$ cat config.mk
export PLATFORM = sky130hd
export DESIGN_NAME = swec_cell
export DESIGN_NICKNAME = d
export VERILOG_FILES = /design/src/swec_pkg.sv /design/src/swec_cell.sv
export SDC_FILE = /design/constraint.sdc
export NUM_CORES = 1
export LEC_CHECK = 0
export BUFFER_PORTS_ARGS = -buffer_cell sky130_fd_sc_hd__buf_2
export CORE_ASPECT_RATIO = 0.5
export CORE_MARGIN = 1.5
export CORE_UTILIZATION = 40
export CTS_CLUSTER_SIZE = 24
export DETAILED_ROUTE_END_ITERATION = 8
export MAX_ROUTING_LAYER = met4
export PLACE_DENSITY = 0.76
export SLEW_MARGIN = 5
export SYNTH_ARGS = -nofsm -noshare
export SYNTH_HDL_FRONTEND = slang
export SYNTH_SLANG_ARGS = --single-unit
export TNS_END_PERCENT = 10
$ cat constraint.sdc
create_clock -name clk -period 8.7 [get_ports clk]
set_clock_uncertainty 0.1 [all_clocks]
set_input_delay 0.87 -clock clk [delete_from_list [all_inputs] [get_ports clk]]
set_output_delay 0.87 -clock clk [all_outputs]
set_load 0.005 [all_outputs]
$ cat src/swec_pkg.sv
// ----------------------------------------------------------------------------
// swec_pkg - shared types and constants for the sliding window event counter
// Request structs, cell control struct, item kinds and saturating arithmetic.
// ----------------------------------------------------------------------------
package swec_pkg;

  localparam int KIND_W  = 2;
  localparam int COUNT_W = 32;
  localparam int TS_W    = 48;
  localparam int TOTAL_W = 38;
  localparam int USED_W  = 7;
  localparam int IVAL_W  = 48;

  localparam logic [KIND_W-1:0] KIND_RECORD  = 2'd0;
  localparam logic [KIND_W-1:0] KIND_REFRESH = 2'd1;
  localparam logic [KIND_W-1:0] KIND_CLEAR   = 2'd2;

  localparam logic [COUNT_W-1:0] COUNT_MAX    = {COUNT_W{1'b1}};
  localparam logic [TOTAL_W-1:0] TOTAL_MAX    = {TOTAL_W{1'b1}};
  localparam logic [USED_W-1:0]  USED_MAX     = {USED_W{1'b1}};
  localparam logic [IVAL_W-1:0]  IVAL_RST     = 48'd10000000;

  typedef struct packed {
    logic [KIND_W-1:0]  kind;
    logic [COUNT_W-1:0] event_count;
    logic [TS_W-1:0]    time_stamp;
  } in_item_t;

  typedef struct packed {
    logic [TOTAL_W-1:0] window_total;
    logic [USED_W-1:0]  buckets_used;
    logic               overflowed;
  } out_item_t;

  // per-cell control: shift takes the upper neighbor, load overrides it
  typedef struct packed {
    logic shift;
    logic load;
  } cell_ctl_t;

  function automatic logic [TOTAL_W-1:0] sat_add(input logic [TOTAL_W-1:0] a,
                                                 input logic [COUNT_W-1:0] b);
    logic [TOTAL_W:0] s;
    s = {1'b0, a} + {{(TOTAL_W+1-COUNT_W){1'b0}}, b};
    return s[TOTAL_W] ? TOTAL_MAX : s[TOTAL_W-1:0];
  endfunction

  function automatic logic [TOTAL_W-1:0] sat_sub(input logic [TOTAL_W-1:0] a,
                                                 input logic [COUNT_W-1:0] b);
    logic [TOTAL_W-1:0] bx;
    bx = {{(TOTAL_W-COUNT_W){1'b0}}, b};
    return (bx > a) ? '0 : a - bx;
  endfunction

endpackage

$ cat src/swec_cell.sv
// ----------------------------------------------------------------------------
// swec_cell - one bucket slot of the bucket chain
// Holds a count and a timestamp; shifts from its upper neighbor or loads new.
// ----------------------------------------------------------------------------
module swec_cell #(
  parameter int TIME_BITS = 48
) (
  input  logic                          clk,
  input  swec_pkg::cell_ctl_t           ctl,
  input  logic [swec_pkg::COUNT_W-1:0]  load_count,
  input  logic [TIME_BITS-1:0]          load_tstamp,
  input  logic [swec_pkg::COUNT_W-1:0]  nbr_count,
  input  logic [TIME_BITS-1:0]          nbr_tstamp,
  output logic [swec_pkg::COUNT_W-1:0]  bkt_count,
  output logic [TIME_BITS-1:0]          bkt_tstamp
);

  logic [swec_pkg::COUNT_W-1:0] count_r, count_nxt;
  logic [TIME_BITS-1:0]         tstamp_r, tstamp_nxt;

  always_comb begin
    count_nxt  = count_r;
    tstamp_nxt = tstamp_r;
    if (ctl.load) begin
      count_nxt  = load_count;
      tstamp_nxt = load_tstamp;
    end else if (ctl.shift) begin
      count_nxt  = nbr_count;
      tstamp_nxt = nbr_tstamp;
    end
  end

  always_ff @(posedge clk) begin
    count_r  <= count_nxt;
    tstamp_r <= tstamp_nxt;
  end

  assign bkt_count  = count_r;
  assign bkt_tstamp = tstamp_r;

endmodule

==> flow_metrics.tcl <==
set metrics [dict create \
    outcome "completed" \
    fmax_mhz 389 \
    power.leakage_nw 2.60 \
    grt_max_degree 81 \
    gr-total-overflow 0 \
    synth_common_cells "80 x edfxtp_1, 79 x mux2_4, 8 x buf_12" \
    htree_num_levels 3 \
    ios 243 \
    root_buffer "clkbuf_16" \
    wirelength_um 8460 \
    clock_sinks 80 \
    antenna_left 0 \
    initial_utilization_pct 42.2 \
    yosys_most_used_dff "edfxtp_1" \
    finalCriticalPeriod_ns 2.57 \
    area_growth_pct 41.3 \
    hold_path_startpoint "load_tstamp[41]" \
    syn_area_um2 3780 \
    finalSetupTns_ns 0 \
    cp_slowest_cell "buf_4" \
    die-height_um 71.7 \
    drv_slew 0 \
    relSlewSlack_pct 26.3 \
    hold_violations 0 \
    cap_viol_max_count 0 \
    yosysMostFrequentCell "edfxtp_1" \
    rsz0062_at_grt "no" \
    drtIter0Drc 87 \
    drive_gt1_share_pct 80.5 \
    nets 578 \
    drc 0 \
    clockBufferDepth 2 \
    power.density_nw_per_um2 204 \
    cp_max_fo 62 \
    cts_setup_buffers 0 \
    whs_path_depth 2 \
    grt_pass1_wl_um 12400 \
    cpPeakStageDelay_ns 0.91 \
    critPathCaptureType "register" \
    synth_top_area_cell "edfxtp_1" \
    cts_buffers 9 \
    diodes 0 \
    path_cells "buf_4 > buf_4 > mux2_2" \
    grt_pass1_vias 2563 \
    synth_edf_count 80 \
    crit_top_cell "buf_4" \
    synthArstFlopShare_pct 0 \
    vias 2381 \
    holdCritPathClass "in2reg" \
    synth_seq_cells 80 \
    core-area_um2 8950 \
    syn_nets 333 \
    viasPerCell 4.43 \
    die_w_um 140 \
    critPathLaunchType "input pin" \
    yosys-top-cells-area "edfxtp_1 64%, mux2_4 31%, buf_12 4.2%, buf_6 0.30%, mux2_2 0.30%" \
    crit_start "ctl[0]" \
    syn_area_per_cell_um2 22.2 \
    setup-violations-final 0 \
    dp_hpwl_um 6360 \
    fp-row-count 24 \
    max_slew.worst_pin.slew_ns 1.11 \
    gr-usage-all-layers_pct 16.7 \
    ctsHoldBuffers 0 \
    portBuffers 242 \
    firstDrtPassIters 4 \
    crit_type "in2reg" \
    tritoncts "built" \
    required_ns 8.67 \
    netlist.area_leader.share_pct 63.6 \
    peakVddDrop_v 0.000134 \
    ys_seq_area_share_pct 63.6 \
    synthCells 170 \
    dieArea_um2 10100 \
    arrival_ns 2.54 \
    whs_ns 0.741 \
    post_drt_wl_per_cell_um 15.7 \
    ctsResizeCount 0 \
    ys_types 6 \
    antenna_found_initial 0 \
    globalplace.congestion 0.731 \
    ys_warn_count 0 \
    fin_crit_sh_pct 29.5 \
    cts.reportedPaths.clkPinSlew_ns 0.06 \
]
[final cells by class]
cell class	count	area, µm²
clock inverter	6	131
clock buffer	10	229
timing repair buffer	243	1220
tap	117	146
sequential	80	2400
multi-input combinational	81	1210
fill	715	3610
[registers in the layout (all words and copies together), names as in the netlist]
name        cells
bkt_tstamp     48
bkt_count      32
[routing by layer]
metal | global-route usage (%) | vias to the layer above | routed length (µm)
li1 | - | 1155 | -
met1 | 15.8 | 1111 | 2980
met2 | 33.2 | 99 | 4910
met3 | 4.75 | 16 | 431
met4 | 5.26 | 0 | 136
met5 | - | - | 0
[report_power, final]
group          leakage, nW  switching, mW  internal (mW)
registers            0.815        0.00990          0.474
logic                 1.61         0.0575         0.0960
clock network        0.170          0.142          0.308
[final timing paths]
path and end:
max bkt_count[29], min bkt_tstamp[41]
[placed cells by master (no fill, tap or decap)]
cell type / instances
buf_2: 241
edfxtp_1: 80
mux2_4: 79
clkbuf_16: 9
bufinv_16: 4
buf_4: 2
or2_4: 1
mux2_2: 1
clkinvlp_4: 1
clkinv_1: 1
clkbuf_1: 1
[worst max-delay path, delay by kind of cell]
kind / cells / cell delay (ns)
buf+inv: 2 / 1.22
mux: 1 / 0.42
[per-stage QoR]
stage	power [mW]	setup WS, ns	instance area (µm²)	cells	utilization, %
6_report	1.09	6.13	5340	537	59.6
5_1_grt	1.13	6.06	5340	537	59.6
4_1_cts	1.10	6.10	5340	537	59.6
3_5_place_dp	0.648	5.77	4980	521	55.6
3_3_place_gp	0.643	5.80	4980	521	55.6
2_1_floorplan	0.569	5.16	3780	170	-
[kinds of logic (layout without fill, tap and decap cells)]
group	count (synthesis)	count (layout)	share of synthesized area (%)
AND/OR/NAND/NOR	1	1	0.166
flip-flops	80	80	63.6
multiplexers	80	80	31.7
buffers and inverters	9	259	4.54
Power figures use the tool's default switching activity.
